## src/rtl/core/sha256h_pkg.sv

```systemverilog
// Shared types, constants and round functions for the SHA-256 byte stream hasher.
`default_nettype none

package sha256h_pkg;

   typedef logic [7:0][31:0] word8_type;

   typedef struct packed {
      logic        wr_en;
      logic [5:0]  wr_pos;
      logic [7:0]  wr_byte;
      logic        start;
      logic        reinit;
      logic [2:0]  rd_idx;
   } core_ctrl_type;

   typedef struct packed {
      logic        done;
      logic [31:0] rd_word;
   } core_stat_type;

   localparam logic [7:0] PAD_MARK     = 8'h80;
   localparam logic [5:0] LEN_POS      = 6'd56;
   localparam logic [5:0] BLOCK_END    = 6'd63;
   localparam logic [5:0] ROUND_END    = 6'd63;
   localparam logic [5:0] SCHED_FIRST  = 6'd15;
   localparam logic [2:0] WORD_END     = 3'd7;

   // element 0 holds a, element 7 holds h
   localparam word8_type IV_HASH = {
      32'h5be0cd19, 32'h1f83d9ab, 32'h9b05688c, 32'h510e527f,
      32'ha54ff53a, 32'h3c6ef372, 32'hbb67ae85, 32'h6a09e667
   };

   localparam logic [31:0] ROUND_K [64] = '{
      32'h428a2f98, 32'h71374491, 32'hb5c0fbcf, 32'he9b5dba5,
      32'h3956c25b, 32'h59f111f1, 32'h923f82a4, 32'hab1c5ed5,
      32'hd807aa98, 32'h12835b01, 32'h243185be, 32'h550c7dc3,
      32'h72be5d74, 32'h80deb1fe, 32'h9bdc06a7, 32'hc19bf174,
      32'he49b69c1, 32'hefbe4786, 32'h0fc19dc6, 32'h240ca1cc,
      32'h2de92c6f, 32'h4a7484aa, 32'h5cb0a9dc, 32'h76f988da,
      32'h983e5152, 32'ha831c66d, 32'hb00327c8, 32'hbf597fc7,
      32'hc6e00bf3, 32'hd5a79147, 32'h06ca6351, 32'h14292967,
      32'h27b70a85, 32'h2e1b2138, 32'h4d2c6dfc, 32'h53380d13,
      32'h650a7354, 32'h766a0abb, 32'h81c2c92e, 32'h92722c85,
      32'ha2bfe8a1, 32'ha81a664b, 32'hc24b8b70, 32'hc76c51a3,
      32'hd192e819, 32'hd6990624, 32'hf40e3585, 32'h106aa070,
      32'h19a4c116, 32'h1e376c08, 32'h2748774c, 32'h34b0bcb5,
      32'h391c0cb3, 32'h4ed8aa4a, 32'h5b9cca4f, 32'h682e6ff3,
      32'h748f82ee, 32'h78a5636f, 32'h84c87814, 32'h8cc70208,
      32'h90befffa, 32'ha4506ceb, 32'hbef9a3f7, 32'hc67178f2
   };

   function automatic logic [31:0] big_sigma0(input logic [31:0] x);
      return {x[1:0], x[31:2]} ^ {x[12:0], x[31:13]} ^ {x[21:0], x[31:22]};
   endfunction

   function automatic logic [31:0] big_sigma1(input logic [31:0] x);
      return {x[5:0], x[31:6]} ^ {x[10:0], x[31:11]} ^ {x[24:0], x[31:25]};
   endfunction

   function automatic logic [31:0] small_sigma0(input logic [31:0] x);
      return {x[6:0], x[31:7]} ^ {x[17:0], x[31:18]} ^ {3'b000, x[31:3]};
   endfunction

   function automatic logic [31:0] small_sigma1(input logic [31:0] x);
      return {x[16:0], x[31:17]} ^ {x[18:0], x[31:19]} ^ {10'd0, x[31:10]};
   endfunction

endpackage

`default_nettype wire

```

## src/rtl/core/sha256_byte_stream_hasher.sv

```systemverilog
// Top level: byte packing, padding sequencer and digest output of the SHA-256 hasher.
// A byte item is taken while req_ready is high; the 64th byte of a block starts a compression.
// No byte is taken while a block compresses, since the single round unit is shared by all rounds.
// A last item adds one pad byte per cycle up to the block end, one or two compressions,
// then eight result items, one per cycle while rsp_ready is high.
// Synchronous reset loads the initial hash values and clears counts and state.
`default_nettype none

module sha256_byte_stream_hasher (
   input  logic        clock,
   input  logic        reset,
   input  logic        req_valid,
   output logic        req_ready,
   input  logic [7:0]  req_data_byte,
   input  logic        req_has_byte,
   input  logic        req_last,
   output logic        rsp_valid,
   input  logic        rsp_ready,
   output logic [31:0] rsp_digest_word,
   output logic [2:0]  rsp_word_index,
   output logic        rsp_last_word
);
   import sha256h_pkg::*;

   localparam logic [1:0] S_IDLE = 2'd0;
   localparam logic [1:0] S_PAD  = 2'd1;
   localparam logic [1:0] S_COMP = 2'd2;
   localparam logic [1:0] S_OUT  = 2'd3;

   logic [1:0]    state_ff;
   logic [1:0]    state_in;
   logic [5:0]    cnt_ff;
   logic [5:0]    cnt_in;
   logic [63:0]   bits_ff;
   logic [63:0]   bits_in;
   logic          first_ff;
   logic          first_in;
   logic          len_ok_ff;
   logic          len_ok_in;
   logic          fin_ff;
   logic          fin_in;
   logic          pad_ff;
   logic          pad_in;
   logic [2:0]    idx_ff;
   logic [2:0]    idx_in;
   logic [63:0]   len_shift;
   logic          len_sel;
   logic [7:0]    pad_byte;
   core_ctrl_type ctrl;
   core_stat_type stat;

   assign len_shift = bits_ff >> {~cnt_ff[2:0], 3'b000};
   assign len_sel   = (cnt_ff >= LEN_POS) && len_ok_ff && !first_ff;
   assign pad_byte  = first_ff ? PAD_MARK : (len_sel ? len_shift[7:0] : 8'h00);

   always_comb begin
      state_in     = state_ff;
      cnt_in       = cnt_ff;
      bits_in      = bits_ff;
      first_in     = first_ff;
      len_ok_in    = len_ok_ff;
      fin_in       = fin_ff;
      pad_in       = pad_ff;
      idx_in       = idx_ff;
      ctrl.wr_en   = 1'b0;
      ctrl.wr_pos  = cnt_ff;
      ctrl.wr_byte = req_data_byte;
      ctrl.start   = 1'b0;
      ctrl.reinit  = 1'b0;
      ctrl.rd_idx  = idx_ff;
      case (state_ff)
         S_IDLE: begin
            if (req_valid) begin
               first_in  = req_last;
               len_ok_in = 1'b0;
               fin_in    = 1'b0;
               pad_in    = req_last;
               if (req_has_byte) begin
                  ctrl.wr_en = 1'b1;
                  cnt_in     = cnt_ff + 6'd1;
                  bits_in    = bits_ff + 64'd8;
                  if (cnt_ff == BLOCK_END) begin
                     ctrl.start = 1'b1;
                     state_in   = S_COMP;
                  end else if (req_last) begin
                     state_in = S_PAD;
                  end
               end else if (req_last) begin
                  state_in = S_PAD;
               end
            end
         end
         S_PAD: begin
            ctrl.wr_en   = 1'b1;
            ctrl.wr_byte = pad_byte;
            cnt_in       = cnt_ff + 6'd1;
            first_in     = 1'b0;
            if (first_ff && cnt_ff < LEN_POS) begin
               len_ok_in = 1'b1;
            end
            if (cnt_ff == BLOCK_END) begin
               ctrl.start = 1'b1;
               state_in   = S_COMP;
               pad_in     = 1'b1;
               fin_in     = len_sel;
            end
         end
         S_COMP: begin
            if (stat.done) begin
               if (fin_ff) begin
                  state_in = S_OUT;
                  idx_in   = '0;
               end else if (pad_ff) begin
                  state_in  = S_PAD;
                  len_ok_in = 1'b1;
               end else begin
                  state_in = S_IDLE;
               end
            end
         end
         S_OUT: begin
            if (rsp_ready) begin
               idx_in = idx_ff + 3'd1;
               if (idx_ff == WORD_END) begin
                  ctrl.reinit = 1'b1;
                  state_in    = S_IDLE;
                  cnt_in      = '0;
                  bits_in     = '0;
                  pad_in      = 1'b0;
                  fin_in      = 1'b0;
               end
            end
         end
         default: begin
            state_in = S_IDLE;
         end
      endcase
   end

   always_ff @(posedge clock) begin
      if (reset) begin
         state_ff  <= S_IDLE;
         cnt_ff    <= '0;
         bits_ff   <= '0;
         first_ff  <= 1'b0;
         len_ok_ff <= 1'b0;
         fin_ff    <= 1'b0;
         pad_ff    <= 1'b0;
         idx_ff    <= '0;
      end else begin
         state_ff  <= state_in;
         cnt_ff    <= cnt_in;
         bits_ff   <= bits_in;
         first_ff  <= first_in;
         len_ok_ff <= len_ok_in;
         fin_ff    <= fin_in;
         pad_ff    <= pad_in;
         idx_ff    <= idx_in;
      end
   end

   sha256h_core u_core (
      .clock  (clock),
      .reset  (reset),
      .ctrl_i (ctrl),
      .stat_o (stat)
   );

   assign req_ready       = (state_ff == S_IDLE);
   assign rsp_valid       = (state_ff == S_OUT);
   assign rsp_digest_word = stat.rd_word;
   assign rsp_word_index  = idx_ff;
   assign rsp_last_word   = (idx_ff == WORD_END);

endmodule

`default_nettype wire

```

## src/rtl/core/sha256h_round.sv

```systemverilog
// One SHA-256 round step and one message schedule step.
`default_nettype none

module sha256h_round (
   input  sha256h_pkg::word8_type work_i,
   input  logic [31:0]            w_i,
   input  logic [31:0]            k_i,
   input  logic                   sched_i,
   input  logic [31:0]            tap0_i,
   input  logic [31:0]            tap1_i,
   input  logic [31:0]            tap9_i,
   input  logic [31:0]            tap14_i,
   output sha256h_pkg::word8_type work_o,
   output logic [31:0]            w_next_o
);
   import sha256h_pkg::*;

   logic [31:0] t1;
   logic [31:0] t2;
   logic [31:0] ch;
   logic [31:0] maj;

   assign ch  = (work_i[4] & work_i[5]) ^ (~work_i[4] & work_i[6]);
   assign maj = (work_i[0] & work_i[1]) ^ (work_i[0] & work_i[2]) ^ (work_i[1] & work_i[2]);
   assign t1  = work_i[7] + big_sigma1(work_i[4]) + ch + k_i + w_i;
   assign t2  = big_sigma0(work_i[0]) + maj;

   always_comb begin
      work_o[7] = work_i[6];
      work_o[6] = work_i[5];
      work_o[5] = work_i[4];
      work_o[4] = work_i[3] + t1;
      work_o[3] = work_i[2];
      work_o[2] = work_i[1];
      work_o[1] = work_i[0];
      work_o[0] = t1 + t2;
   end

   assign w_next_o = sched_i ? (small_sigma1(tap14_i) + tap9_i + small_sigma0(tap1_i) + tap0_i)
                             : tap0_i;

endmodule

`default_nettype wire

```

## src/rtl/core/sha256h_core.sv

```systemverilog
// Block buffer, schedule window, working and chaining words with the round sequencer.
`default_nettype none

module sha256h_core (
   input  logic                       clock,
   input  logic                       reset,
   input  sha256h_pkg::core_ctrl_type ctrl_i,
   output sha256h_pkg::core_stat_type stat_o
);
   import sha256h_pkg::*;

   localparam logic [1:0] PH_IDLE  = 2'd0;
   localparam logic [1:0] PH_PRIME = 2'd1;
   localparam logic [1:0] PH_ROUND = 2'd2;
   localparam logic [1:0] PH_FOLD  = 2'd3;

   logic [1:0]  phase_ff;
   logic [1:0]  phase_in;
   logic [5:0]  round_ff;
   logic [5:0]  round_in;
   logic [31:0] blk_ff [16];
   logic [31:0] w_ff;
   word8_type   work_ff;
   word8_type   chain_ff;
   word8_type   work_next;
   logic [31:0] w_next;
   logic        sched;
   logic        shifting;

   always_comb begin
      sched = 1'b0;
      if (phase_ff == PH_ROUND) begin
         sched = round_ff inside {[SCHED_FIRST:ROUND_END]};
      end
   end

   assign shifting = (phase_ff == PH_PRIME) || (phase_ff == PH_ROUND);

   sha256h_round u_round (
      .work_i   (work_ff),
      .w_i      (w_ff),
      .k_i      (ROUND_K[round_ff]),
      .sched_i  (sched),
      .tap0_i   (blk_ff[0]),
      .tap1_i   (blk_ff[1]),
      .tap9_i   (blk_ff[9]),
      .tap14_i  (blk_ff[14]),
      .work_o   (work_next),
      .w_next_o (w_next)
   );

   always_comb begin
      phase_in = phase_ff;
      round_in = round_ff;
      case (phase_ff)
         PH_IDLE: begin
            if (ctrl_i.start) begin
               phase_in = PH_PRIME;
            end
         end
         PH_PRIME: begin
            phase_in = PH_ROUND;
            round_in = '0;
         end
         PH_ROUND: begin
            round_in = round_ff + 6'd1;
            if (round_ff == ROUND_END) begin
               phase_in = PH_FOLD;
            end
         end
         PH_FOLD: begin
            phase_in = PH_IDLE;
         end
         default: begin
            phase_in = PH_IDLE;
         end
      endcase
   end

   always_ff @(posedge clock) begin
      if (reset) begin
         phase_ff <= PH_IDLE;
         round_ff <= '0;
         chain_ff <= IV_HASH;
      end else begin
         phase_ff <= phase_in;
         round_ff <= round_in;
         if (ctrl_i.reinit) begin
            chain_ff <= IV_HASH;
         end else if (phase_ff == PH_FOLD) begin
            for (int i = 0; i < 8; i++) begin
               chain_ff[i] <= chain_ff[i] + work_ff[i];
            end
         end
      end
   end

   // buffer doubles as the schedule window during compression
   always_ff @(posedge clock) begin
      if (shifting) begin
         for (int i = 0; i < 15; i++) begin
            blk_ff[i] <= blk_ff[i+1];
         end
         blk_ff[15] <= w_next;
         w_ff       <= w_next;
      end else if (ctrl_i.wr_en) begin
         blk_ff[ctrl_i.wr_pos[5:2]][{~ctrl_i.wr_pos[1:0], 3'b111} -: 8] <= ctrl_i.wr_byte;
      end
      if (phase_ff == PH_PRIME) begin
         work_ff <= chain_ff;
      end else if (phase_ff == PH_ROUND) begin
         work_ff <= work_next;
      end
   end

   assign stat_o.done    = (phase_ff == PH_FOLD);
   assign stat_o.rd_word = chain_ff[ctrl_i.rd_idx];

endmodule

`default_nettype wire

```

## config.mk

```make
export PLATFORM = sky130hd
export DESIGN_NAME = sha256_byte_stream_hasher
export DESIGN_NICKNAME = d
export VERILOG_FILES = /design/src/rtl/core/sha256h_pkg.sv /design/src/rtl/core/sha256_byte_stream_hasher.sv /design/src/rtl/core/sha256h_round.sv /design/src/rtl/core/sha256h_core.sv
export SDC_FILE = /design/constraint.sdc
export NUM_CORES = 2
export LEC_CHECK = 0
export ABC_CLOCK_PERIOD_IN_PS = 23200
export BUFFER_PORTS_ARGS = -buffer_cell sky130_fd_sc_hd__buf_2
export CAP_MARGIN = 20
export CORE_MARGIN = 2
export CORE_UTILIZATION = 66
export DETAILED_ROUTE_END_ITERATION = 16
export GPL_TIMING_DRIVEN = 0
export PLACE_DENSITY = 0.92
export SYNTH_ARGS = -nofsm -noshare
export SYNTH_HDL_FRONTEND = slang
export SYNTH_SLANG_ARGS = --single-unit
```

## constraint.sdc

```tcl
create_clock -name clock -period 23.2 [get_ports clock]
set_input_delay 1.16 -clock clock [delete_from_list [all_inputs] [get_ports clock]]
set_output_delay 1.16 -clock clock [all_outputs]
set_load 0.02 [all_outputs]
```

==> parameters.txt <==
Parameter                              Value

Clock tree
  CTS tree ... yes
  Source-to-sink clock delay at the later pin of the worst-skew pair ... 0.84 ns
  Worst-path clk slew ... 0.07 ns
  Clk Tree Root Cell ... sky130_fd_sc_hd__clkbuf_16
  Number of cells upsized or downsized after cts ... 0
  Sink Count ... 1140
  Number of clock buffers inserted by TritonCTS ... 119
  Maximum count of clock buffers along a single path ... 3
  Number of levels the H-tree was split into ... 3
  CTS Hold Buffers Added ... 0
  Buffer count from post-CTS setup fixing ... 0

Timing
  Max_slew headroom ... 0.0613
  Setup repair after global routing missed its margin ... no
  Worst Skew ... 0.0989 ns
  Highest attainable clock frequency ... 78.1 MHz
  Setup TNS ... 0 ns
  Clock period minus final worst setup slack ... 12.80 ns
  Setup-violating endpoint count in the final report ... 0
  Count of final max-slew check failures ... 0
  Measured slew at the worst slew-check pin ... 1.41 ns
  Final period util ... 0.552
  Final hold violations ... 0

Floorplan
  Number of placement rows ... 125
  Area of the core ... 116000 µm²
  Horiz. Die Dim ... 345 µm
  Initial standard-cell utilization of the core ... 0.664
  Chip Height ... 345 µm
  # IOs ... 52
  Die Area ... 119000 µm²

Critical path
  Startpoint kind of the worst setup timing path ... register
  Critical Path Slowest Stage Cell ... sky130_fd_sc_hd__o31ai_1
  Arrival time at the worst endpoint ... 13.29 ns
  Critical Path Fanout Max ... 14
  Kind of end point of the critical path ... register
  Data required time at the worst endpoint ... 23.69 ns
  Crit-path max cell delay ... 1.01 ns
  Worst Setup Path Type ... reg2reg

Global routing
  Global-route wire length before repair ... 420000 µm
  Antenna violations before repair ... 10
  Vias in the first global route ... 62100
  GRT Util Overall ... 0.482
  Maximum number of pins on one net before global-route repair ... 66
  Grt total ovfl ... 0

Finish
  Most frequent cells in the layout ... sky130_fd_sc_hd__edfxtp_1, sky130_fd_sc_hd__mux2_2, sky130_fd_sc_hd__nor2_1, sky130_fd_sc_hd__o21ai_0, sky130_fd_sc_hd__nand2_1
  Share of final-layout standard cells stronger than drive strength 1 ... 0.160
  P&R area growth vs syn ... 9.74%
  Most common library cell in the layout ignoring fill and taps ... sky130_fd_sc_hd__edfxtp_1
  Total Nets Final ... 8160

Drt
  Detailed-route vias per instance ... 7.13
  Count of antenna-violating nets left after detailed routing ... 0
  Via count ... 65500
  Drt first-iter violations ... 10500
  Final routed DRC violation total ... 0
  Average wire length per cell after detail routing ... 32.5 µm
  Wire length reported by the detailed router ... 299000 µm
  Detailed-router iteration count before antenna repair ... 9

Logic synthesis
  Number of nets produced by synthesis ... 7890
  Flip-flop and latch count after synthesis ... 1140
  Cell taking the most area after synthesis ... sky130_fd_sc_hd__edfxtp_1
  Top post-synthesis cells by area ... sky130_fd_sc_hd__edfxtp_1, sky130_fd_sc_hd__mux2_2, sky130_fd_sc_hd__dfxtp_1
  Fraction of registers with async set or reset after synthesis ... 0
  Synth top area share ... 0.312
  Synthesized area per cell ... 10.6 µm²
  Post-Synthesis Cells ... 7274
  Seq/Total Area, Yosys ... 0.401
  Syn. warnings ... 0
  Main synth FF type ... sky130_fd_sc_hd__edfxtp_1
  Area of the mapped netlist ... 76900 µm²
  EDFF count, synth ... 800
  Distinct cell type count after synthesis ... 96

Worst hold path
  Worst hold-check path type ... reg2reg

Status
  Status ... finished, final reports clean

Placed design
  HPWL after detailed placement ... 219000 µm
  Weighted congestion reported at the end of routability-driven placement ... 1.12
  Count of input and output buffers ... 50

Run
  Max cap viols ... 0
## registers in the layout, indices dropped and copies added, names as in the netlist
register         count
u_core.blk_ff      512
len_ok_ff            1
cnt_ff               6
u_core.w_ff         32
u_core.round_ff      6
pad_ff               1
state_ff             2
bits_ff             61
u_core.phase_ff      2
u_core.chain_ff    256
u_core.work_ff     256
fin_ff               1
first_ff             1
rsp_word_index       3
## worst paths after layout
check        slack (ns)                           end  cells after the start                       startpoint
max reg2reg       10.40  u_core.work_ff[30]$_DFFE_PP_                     39  u_core.round_ff[0]$_SDFFE_PP0P_
min reg2reg        0.47         first_ff$_SDFFE_PP0P_                      2            first_ff$_SDFFE_PP0P_
max               10.40  u_core.work_ff[30]$_DFFE_PP_                     39  u_core.round_ff[0]$_SDFFE_PP0P_
min                0.47         first_ff$_SDFFE_PP0P_                      2            first_ff$_SDFFE_PP0P_
## cell usage after synthesis, types with 14 or more instances
cell type                    n
sky130_fd_sc_hd__o31ai_1    35
sky130_fd_sc_hd__nand2b_1   76
sky130_fd_sc_hd__fa_1      195
sky130_fd_sc_hd__nand4_1    42
sky130_fd_sc_hd__o21a_1     71
sky130_fd_sc_hd__clkbuf_1  302
sky130_fd_sc_hd__or3_1      43
sky130_fd_sc_hd__o211ai_1   53
sky130_fd_sc_hd__a211o_1    21
sky130_fd_sc_hd__nor2b_1    68
sky130_fd_sc_hd__buf_1      54
sky130_fd_sc_hd__mux2_2    745
sky130_fd_sc_hd__o21bai_1   40
sky130_fd_sc_hd__and4_1     14
sky130_fd_sc_hd__a221oi_1   14
sky130_fd_sc_hd__ha_1      407
sky130_fd_sc_hd__nand2_1   486
sky130_fd_sc_hd__a31oi_1    60
sky130_fd_sc_hd__a21o_1    182
sky130_fd_sc_hd__a21oi_1   414
sky130_fd_sc_hd__dfxtp_1   340
sky130_fd_sc_hd__nor3_1     82
sky130_fd_sc_hd__and3_1     34
sky130_fd_sc_hd__inv_1     350
sky130_fd_sc_hd__mux2i_1   133
sky130_fd_sc_hd__a211oi_1   52
sky130_fd_sc_hd__nand3_1   107
sky130_fd_sc_hd__and2_1     24
sky130_fd_sc_hd__xor2_1    202
sky130_fd_sc_hd__mux4_2     82
sky130_fd_sc_hd__nor2_1    570
sky130_fd_sc_hd__o21ai_0   525
sky130_fd_sc_hd__edfxtp_1  800
sky130_fd_sc_hd__xnor2_1   397
## cells by family after synthesis
kind of cell,synth area share
xor+xnor,0.0682
flops,0.401
compound gates,0.133
simple gates,0.0958
mux,0.150
fa+ha+maj,0.117
buf+inv,0.0348
## per-layer routing
layer | up-vias | global-route usage | routed length (µm)
li1 | 27000 | - | -
met1 | 31200 | 0.578 | 99600
met2 | 5681 | 0.712 | 125000
met3 | 1638 | 0.147 | 40900
met4 | 8 | 0.405 | 32700
met5 | - | 0.00640 | 135
## worst max-delay path, delay by kind of cell, from the launching register on
kind / cells / cell delay, ns
AOI/OAI and AO/OA: 17 / 4.41
xor gates and xnor gates: 2 / 0.60
adders and majority gates: 8 / 3.49
buffers and inverters: 6 / 2.06
DFF: 1 / 0.41
and+or+nand+nor: 6 / 1.50
## stage by stage
step / cell area (µm²) / cells / setup slack [ns] / util / hold WS [ns]
after CTS: 84000 / 9110 / 11.06 / 0.724 / 0.464
after floorplan: 76900 / 7274 / 14.21 / - / 0.432
after global placement: 79100 / 8848 / 11.15 / 0.683 / 0.442
after detailed placement: 79700 / 8886 / 11.11 / 0.688 / 0.454
final: 84400 / 9180 / 10.40 / 0.729 / 0.465
after global routing: 84400 / 9171 / 10.29 / 0.728 / 0.477
## final cells by class
type                    count  area [µm²]
well taps                1524        1910
diodes                      9        22.5
flip-flops and latches   1140       30800
fillers                  7920       31400
multi-input cells        5421       43500
clock buffers             149        3200
inverters                 353        1330
clock inverters            75        1020
plain buffers             360        1370
repair buffers            149        1320
Power is left out: the tool's default activity adds up to more than one toggle a clock period on the data nets, which glitch-free logic cannot reach.
